===== config.mk =====
export PLATFORM = sky130hd
export DESIGN_NAME = lkr_ctrl
export DESIGN_NICKNAME = d
export VERILOG_FILES = /design/src/rtl/lkr_pkg.sv /design/src/rtl/lkr_ctrl.sv
export SDC_FILE = /design/constraint.sdc
export NUM_CORES = 1
export LEC_CHECK = 0
export ABC_AREA = 0
export ABC_CLOCK_PERIOD_IN_PS = 2880
export BUFFER_PORTS_ARGS = -buffer_cell sky130_fd_sc_hd__buf_2
export CAP_MARGIN = 40
export CORE_AREA = 2 2 39 41
export DETAILED_ROUTE_END_ITERATION = 16
export DIE_AREA = 0 0 41 43
export MAX_ROUTING_LAYER = met4
export PLACE_DENSITY = 0.61
export RECOVER_POWER = 100
export SLEW_MARGIN = 20
export SYNTH_ARGS = -nofsm -noshare
export SYNTH_HDL_FRONTEND = slang
export SYNTH_SLANG_ARGS = --single-unit

===== constraint.sdc =====
create_clock -name clock -period 2.88 [get_ports clock]
set_clock_uncertainty 0.1 [all_clocks]
set_input_delay 0.288 -clock clock [delete_from_list [all_inputs] [get_ports clock]]
set_output_delay 0.288 -clock clock [all_outputs]
set_load 0.03 [all_outputs]

===== src/rtl/lkr_pkg.sv =====
// ----------------------------------------------------------------------------
// lkr_pkg
// Shared types, sizes and codes of the LRU-K frame replacer.
// ----------------------------------------------------------------------------
package lkr_pkg;

   localparam int FRAMES     = 64;
   localparam int K_MAX      = 4;
   localparam int STAMP_BITS = 48;

   localparam int FRAME_W = (FRAMES > 1) ? $clog2(FRAMES) : 1;
   localparam int LEN_W   = $clog2(K_MAX + 1);
   localparam int ROW_W   = LEN_W + K_MAX * STAMP_BITS;

   typedef enum logic [1:0] {
      MODE_RECORD = 2'd0,
      MODE_MARK   = 2'd1,
      MODE_REMOVE = 2'd2,
      MODE_EVICT  = 2'd3
   } mode_type;

   typedef enum logic [1:0] {
      ST_OK        = 2'd0,
      ST_RANGE     = 2'd1,
      ST_PINNED    = 2'd2,
      ST_NO_VICTIM = 2'd3
   } status_type;

   localparam logic [1:0] CSR_HISTORY_DEPTH = 2'd0;
   localparam logic [1:0] CSR_FRAMES_IN_USE = 2'd1;

   typedef struct packed {
      logic [1:0] mode;
      logic [5:0] frame;
      logic       make_evictable;
   } req_type;

   typedef struct packed {
      logic [1:0] status;
      logic [5:0] victim_frame;
      logic [6:0] evictable_count;
   } rsp_type;

   typedef struct packed {
      logic latch_req;
      logic set_range;
      logic rec_write;
      logic mark;
      logic remove;
      logic scan_start;
      logic scan_read;
      logic evict_end;
      logic finish;
   } cmd_type;

   typedef struct packed {
      logic [1:0] mode;
      logic       out_of_range;
      logic       scan_last;
      logic       out_free;
   } stat_type;

endpackage


===== src/rtl/lkr_ctrl.sv =====
// ----------------------------------------------------------------------------
// lkr_ctrl
// Sequencer of the replacer: decodes each request and steps the datapath.
// ----------------------------------------------------------------------------
module lkr_ctrl (
   input  logic              clock,
   input  logic              reset,
   input  logic              req_valid,
   output logic              req_ready,
   input  lkr_pkg::stat_type stat,
   output lkr_pkg::cmd_type  cmd
);
   import lkr_pkg::*;

   typedef enum logic [3:0] {
      S_IDLE, S_DECODE, S_REC_RD, S_REC_WR, S_SCAN,
      S_DRAIN1, S_DRAIN2, S_EVICT, S_FINISH
   } state_type;

   state_type state_ff, state_in;

   always_comb begin
      cmd      = '0;
      state_in = state_ff;
      unique case (state_ff)
         S_IDLE: begin
            if (req_valid) begin
               cmd.latch_req = 1'b1;
               state_in      = S_DECODE;
            end
         end
         S_DECODE: begin
            if (stat.out_of_range) begin
               cmd.set_range = 1'b1;
               state_in      = S_FINISH;
            end else begin
               unique case (mode_type'(stat.mode))
                  MODE_RECORD: state_in = S_REC_RD;
                  MODE_MARK: begin
                     cmd.mark = 1'b1;
                     state_in = S_FINISH;
                  end
                  MODE_REMOVE: begin
                     cmd.remove = 1'b1;
                     state_in   = S_FINISH;
                  end
                  default: begin
                     cmd.scan_start = 1'b1;
                     state_in       = S_SCAN;
                  end
               endcase
            end
         end
         S_REC_RD: state_in = S_REC_WR;
         S_REC_WR: begin
            cmd.rec_write = 1'b1;
            state_in      = S_FINISH;
         end
         S_SCAN: begin
            cmd.scan_read = 1'b1;
            if (stat.scan_last) begin
               state_in = S_DRAIN1;
            end
         end
         S_DRAIN1: state_in = S_DRAIN2;
         S_DRAIN2: state_in = S_EVICT;
         S_EVICT: begin
            cmd.evict_end = 1'b1;
            state_in      = S_FINISH;
         end
         S_FINISH: begin
            if (stat.out_free) begin
               cmd.finish = 1'b1;
               state_in   = S_IDLE;
            end
         end
         default: state_in = S_IDLE;
      endcase
   end

   assign req_ready = (state_ff == S_IDLE);

   always_ff @(posedge clock) begin
      if (reset) begin
         state_ff <= S_IDLE;
      end else begin
         state_ff <= state_in;
      end
   end

`ifndef ASSERT_OFF
   a_scan_only_in_scan: assert property (@(posedge clock) disable iff (reset)
      cmd.scan_start |=> state_ff == S_SCAN)
      else $error("scan start did not enter the scan");
   a_drain_to_evict: assert property (@(posedge clock) disable iff (reset)
      state_ff == S_DRAIN1 |=> ##1 state_ff == S_EVICT)
      else $error("scan drain length broken");
   a_one_at_a_time: assert property (@(posedge clock) disable iff (reset)
      cmd.latch_req |=> !req_ready)
      else $error("request taken while busy");
`endif

endmodule


==> metrics.md, run 1 <==
| Metric | Value |
|---|---|
| Status | `finished clean` |
| Yosys reg bits | `4` |
| Fin cells | `77` |
| Wire length of the first global-routing pass | `1120 µm` |
| Core area | `0.00138 mm²` |
| Area grow syn2layout | `18.5%` |
| Layout fillers | `162` |
| Final nets | `between 70 and 80` |
| Slowest stage delay, CP | `about 0.51 ns` |
| Setup_tns | `0 ns` |
| Area leader, netlist | `dfxtp_1` |
| Num CTS Buffers | `3` |
| # IOs | `18` |
| Dpl cells | `74` |
| Syn nets | `57` |
| Sequential share of the synthesized area | `0.204` |
| Detail Placement HPWL | `between 500 and 600 µm` |
| Biggest regs | `state_ff x4` |
| Post-route ant nets | `0` |
| CP cell instances | `nor2b_1 > and3_1 > and2_1 > clkbuf_1` |
| Initial Util | `0.284` |
| Critical path fanouts, max | `10` |
| Gpl congestion | `0.753` |
| Cell row count | `14` |
| Top post-synthesis cells by area | `dfxtp_1 (20%), ha_1 (13%), and2_1 (6.4%)` |
| Critical path type | `register to output pin` |
| Placement Setup Slack | `1.25 ns` |
| Skew-Pair Late Insertion Delay | `0.23 ns` |
| Clock transition at the registers of the reported paths | `~0.04 ns` |
| Die footprint | `0.00176 mm²` |
| H-tree depth | `1` |
| Hold Slack | `0.166 ns` |
| Mux cell area share after synthesis | `0` |
| Die Span Y | `43 µm` |
| Synth top cells by count | `and2_1 (4), dfxtp_1 (4), ha_1 (4)` |
| Post-route minimum period | `roughly 2.0 ns` |
| DR vias/cell | `roughly 4.6` |
| RSZ-0062 raised after global routing | `no` |
| Max-cap violations | `0` |
| WL/cell | `roughly 10 µm` |
| Die span in x | `around 41 µm` |
| CTS-repair resized insts | `0` |
| Post-Syn Instances | `45` |
| Largest net degree at the start of global routing | `12` |
| Port buffer count | `17` |
| Most flops, register | `state_ff` |
| Top Family by Delay on Critical Path | `simple AND/OR/NAND/NOR gates` |
| Post-synth EDFFs | `0` |
| Post CTS Setup Buffer Count | `0` |
| Final period util | `0.699` |
| Synthesized-area fraction occupied by adder cells | `0.127` |
| DR pass1 iterations | `1` |
| Worst Path Buf+Inv | `1` |
| Largest family of logic cells by synthesized area | `simple AND/OR/NAND/NOR gates` |
| DRC violations left | `0` |
| Ant diodes | `0` |
| Worst min path class | `primary input to register` |
| Vias in the first global route | `274` |
| Ratio of cells with drive above 1 in the final layout | `0.213` |
| Power per cell area | `about 380 mW/mm²` |
| CP endpoint kind | `output pin` |
| Synth warnings | `0` |
| GRT Resource Usage Total | `0.102` |
| Slew Viols, Final | `0` |
| Avg Inst Size Synth | `8.73 µm²` |
| Largest register FFs | `4` |
| Startpoint Class | `register` |
| FFs w/ async S/R, synth | `0` |
| Worst EP required | `2.49 ns` |
| Clock root buffer master | `clkbuf_4` |
| Area share of the leading cell type in the synthesized netlist | `0.204` |
| Finish-stage setup viols | `0` |
| Antenna violations before repair | `0` |
| Yosys cell types | `25` |
| Worst-path cell with the longest stage delay | `dfxtp_1` |
| CP arrival | `roughly 1.6 ns` |
| Mapped Area | `just under 400 µm²` |
| Top_reg_cell synth | `dfxtp_1` |
| Worst vdd ir | `0.000114 V` |
| Worst setup margin | `0.868 ns` |
| Overflow after GRT | `0` |
| Worst slew pin tran | `approximately 0.4 ns` |
| CTS Hold Buffers Added | `0` |
| Post-Route Utilization | `0.336` |
| CTS Sinks | `4` |
| Routed wire length | `769 µm` |
| Post-synthesis xor/xnor area fraction | `0` |
| Clock Path Buffers | `2` |
| Headroom to the max-slew limit | `0.738` |
| Leak pwr | `0.201 nW` |
| Via count | `353` |
| DR iter-0 viols | `0` |
| Final hold vios | `0` |
| CTS tree | `built` |
| Compound-Gate Fraction of Synth Area | `0.169` |
| Synth Area in Simple Gates | `0.398` |
| Max frequency | `~500 MHz` |
[report_power, final]
| group | leakage, nW | internal [mW] | total (mW) | switching, mW |
|---|---|---|---|---|
| Combinational | 0.155 | 0.0189 | 0.0447 | 0.0258 |
| Sequential | 0.0326 | 0.0584 | 0.0660 | 0.00760 |
| Clock | 0.0138 | 0.0465 | 0.0684 | 0.0219 |
[per-stage QoR]
step | total power [mW] | instance area (µm²)
final | 0.179 | 465
after global routing | 0.193 | 465
after CTS | 0.188 | 492
after detailed placement | 0.116 | 469
after global placement | 0.115 | 469
after floorplan | 0.103 | 393
[layer usage]
metal / share of wire / GRT usage / vias up
met1: 0.46 / 0.135 / 154
met5: 0 / - / -
met2: 0.48 / 0.113 / 12
met4: 0 / 0.120 / 0
met3: 0.055 / 0.0157 / 0
li1: - / - / 187
[cell usage in the layout, fill, tap and decap left out, drive strengths merged]
master / instances
nor2: 3
nor3: 2
a21oi: 1
and2: 4
clkbuf: 13
o21ba: 1
nand2b: 2
inv: 3
a31oi: 1
dfxtp: 4
nand2: 1
nor2b: 4
nor4: 2
a2111oi: 1
o21ai: 2
and4b: 1
ha: 4
and3: 2
nand4bb: 1
buf: 7
a211oi: 2
[worst paths after layout]
kind	start	to	slack [ns]	cells past startpoint
setup / recovery	state_ff[0]	cmd[4]	0.87	4
hold / removal	reset	state_ff[1]	0.17	2
setup reg to reg	state_ff[0]	state_ff[1]	1.66	3
hold reg to reg	state_ff[1]	state_ff[1]	0.55	2
[cells by family (layout without fill, tap and decap cells)]
| logic type | count (synthesis) | after routing |
|---|---|---|
| DFF | 4 | 4 |
| buffers and inverters | 7 | 23 |
| adders and majority gates | 4 | 4 |
| AOI/OAI and AO/OA | 8 | 8 |
| and+or+nand+nor | 22 | 22 |
[cell type report]
cell class | count | area (µm²) | share of cell area
multi-input combinational | 34 | 259 | 0.556
sequential | 4 | 80.1 | 0.172
timing repair buffer | 17 | 72.6 | 0.156
clock buffer | 3 | 22.5 | 0.0484
tap | 16 | 20.0 | 0.0430
inverter | 3 | 11.3 | 0.0242
Note: power is estimated with default switching activity, not from simulation.
==> run 2, diff against run 1 <==
--- a/config.mk
+++ b/config.mk
@@ -6,14 +6,14 @@
 export NUM_CORES = 1
 export LEC_CHECK = 0
 export ABC_AREA = 0
-export ABC_CLOCK_PERIOD_IN_PS = 2880
+export ABC_CLOCK_PERIOD_IN_PS = 1800
 export BUFFER_PORTS_ARGS = -buffer_cell sky130_fd_sc_hd__buf_2
 export CAP_MARGIN = 40
 export CORE_AREA = 2 2 39 41
 export DETAILED_ROUTE_END_ITERATION = 16
 export DIE_AREA = 0 0 41 43
 export MAX_ROUTING_LAYER = met4
-export PLACE_DENSITY = 0.61
+export PLACE_DENSITY = 0.63
 export RECOVER_POWER = 100
 export SLEW_MARGIN = 20
 export SYNTH_ARGS = -nofsm -noshare
==> constraint.sdc (replaced) <==
create_clock -name clock -period 1.8 [get_ports clock]
set_clock_uncertainty 0.1 [all_clocks]
set_input_delay 0.18 -clock clock [delete_from_list [all_inputs] [get_ports clock]]
set_output_delay 0.18 -clock clock [all_outputs]
set_load 0.03 [all_outputs]
==> run 2 against run 1 <==
  * Die area is the same
  * Total power up 66%
  * Non-clock buffer count is 1 higher
  * Hold slack got worse by 0.12 ns
  * Sequential share of layout area down 0.19 points
  * Sequential cell count is the same
  * Routed wire length increased by 6.4%
  * Critical path depth did not move
  * Largest power group unchanged
==> metrics.md, run 2 (synthesized netlist as in run 1, its figures left out) <==
| Metric | Value |
|---|---|
| Finish-stage setup viols | `0 (unchanged)` |
| WL/cell | `10.5 µm (+5.0%)` |
| Gpl congestion | `0.665 (-12%)` |
| Wire length of the first global-routing pass | `1290 µm (+15%)` |
| Setup_tns | `0 ns (unchanged)` |
| Post-route ant nets | `0 (unchanged)` |
| Post-Route Utilization | `0.351 (+0.0145)` |
| Area grow syn2layout | `23.6%` |
| Clock root buffer master | `clkbuf_4` |
| CP endpoint kind | `output pin` |
| H-tree depth | `1 (unchanged)` |
| Worst min path class | `primary input to register` |
| Overflow after GRT | `0 (unchanged)` |
| Worst EP required | `1.52 ns (-0.97 ns)` |
| Final nets | `76 (+1.3%)` |
| DR iter-0 viols | `0 (unchanged)` |
| Skew-Pair Late Insertion Delay | `0.24 ns (about the same)` |
| CTS Hold Buffers Added | `0 (unchanged)` |
| Startpoint Class | `register` |
| Hold Slack | `0.0487 ns (-0.117 ns)` |
| Die span in x | `41 µm (unchanged)` |
| CP endpoint | `cmd[5]` |
| Die Span Y | `43 µm (unchanged)` |
| Largest register FFs | `4 (unchanged)` |
| Clock transition at the registers of the reported paths | `0.04 ns (about the same)` |
| Cell row count | `14 (unchanged)` |
| Worst vdd ir | `0.000166 V (+45%)` |
| CTS tree | `built` |
| Detail Placement HPWL | `650 µm (+14%)` |
| Via count | `365 (+3.4%)` |
| Leak pwr | `0.229 nW (+14%)` |
| Placement Setup Slack | `0.358 ns (-0.888 ns)` |
| Vias in the first global route | `310 (+13%)` |
| DRC violations left | `0 (unchanged)` |
| Post-route minimum period | `1.67 ns` |
| R2R cell count | `1 (-2)` |
| Max frequency | `597 MHz` |
| RSZ-0062 raised after global routing | `no` |
| DR vias/cell | `4.68 (+2.1%)` |
| Die footprint | `0.00176 mm² (unchanged)` |
| Num CTS Buffers | `3 (unchanged)` |
| Seq. cell area | `82.6 µm² (+3.1%)` |
| Worst slew pin tran | `0.390 ns (-0.00273 ns)` |
| Crit Reg-Reg Startpoint | `state_ff[1]` |
| DR pass1 iterations | `1 (unchanged)` |
| # IOs | `18 (unchanged)` |
| Max-cap violations | `0 (unchanged)` |
| Final hold vios | `0 (unchanged)` |
| Initial Util | `0.284 (unchanged)` |
| Post CTS Setup Buffer Count | `0 (unchanged)` |
| Dpl cells | `75 (+1.4%)` |
| Worst R2R Setup Slack | `0.66 ns (-1.00 ns)` |
| Slew Viols, Final | `0 (unchanged)` |
| Final period util | `0.930` |
| Ratio of cells with drive above 1 in the final layout | `0.355 (+0.142)` |
| Critical path type | `register to output pin` |
| Antenna violations before repair | `0 (unchanged)` |
| Most flops, register | `state_ff` |
| Ant diodes | `0 (unchanged)` |
| GRT Resource Usage Total | `0.110 (+0.00800)` |
| Core area | `0.00138 mm² (unchanged)` |
| Fin cells | `78 (+1.3%)` |
| Clock Path Buffers | `2 (unchanged)` |
| Worst setup margin | `0.126 ns (-0.742 ns)` |
| Biggest regs | `state_ff x4` |
| Most common cell after layout, fill and taps aside | `buf_2` |
| Critical path fanouts, max | `9 (-1)` |
| CP startpoint | `state_ff[1]` |
| Port buffer count | `17 (unchanged)` |
| Status | `finished clean` |
| Routed wire length | `818 µm (+6.4%)` |
| Largest net degree at the start of global routing | `12 (unchanged)` |
| CTS Sinks | `4 (unchanged)` |
| CP arrival | `1.39 ns (-0.23 ns)` |
| Multi-input logic area | `262 µm² (+0.97%)` |
| Headroom to the max-slew limit | `0.734 (-0.00454)` |
| Power per cell area | `611 mW/mm² (+59%)` |
| Reg-to-reg endpoint | `state_ff[2]` |
| Layout fillers | `162 (unchanged)` |
| Commonest non-fill, non-tap cells in the layout | `buf_2 (7), clkbuf_2 (6), and2_1 (4), ha_1 (4), clkbuf_1 (4)` |
## run 2: cell count changes in the layout (fill, tap and decap cells not counted), sizes merged
cell  change
buf       +1
## run 2: per-stage QoR
stage	total power [mW]	area [µm²]
after floorplan	0.164	393
after global placement	0.187	477
after detailed placement	0.188	477
after CTS	0.307	499
after global routing	0.318	485
final	0.296	485
## run 2: area by class of cell
cell class,instances,area share
multi-input cells,34,0.539
repair buffers,18,0.180
flip-flops and latches,4,0.170
clock buffers,3,0.0464
well taps,16,0.0412
inverters,3,0.0232
## run 2: layer usage
metal	global-route usage	part of all wire	wire, µm	vias to the layer above
li1	-	-	-	189
met1	0.156	0.48	396	163
met2	0.134	0.44	358	13
met3	0.0157	0.076	62	0
met4	0.0800	0	0	0
met5	-	0	0	-
## run 2: how the worst min path moves through the flow
stage,from,to,slack (ns),cells after the start
global placement,reset,state_ff[1],0.32,2
floorplan,reset,state_ff[1],0.14,1
finish,reset,state_ff[3],0.05,2
CTS,reset,state_ff[1],0.06,2
detailed placement,reset,state_ff[1],0.32,2
global route,reset,state_ff[3],0.07,2
## run 2: power by group
part	switching, mW	internal, mW	leakage [nW]
combinational	0.0448	0.0353	0.181
clock	0.0383	0.0747	0.0138
sequential	0.00962	0.0937	0.0335
total	0.0927	0.204	0.229
## run 2: critical path, cell delays in order (launching register included)
cell and delay (ns):
dfxtp_1 0.55, nor2b_4 0.07, and3_1 0.20, and2_1 0.15, clkbuf_2 0.17
## run 2: timing repair
action                                  in CTS  in global routing
hold endpoints to repair                     0                  0
resized for setup                            0                  2
endpoints found under the setup margin       0                  3
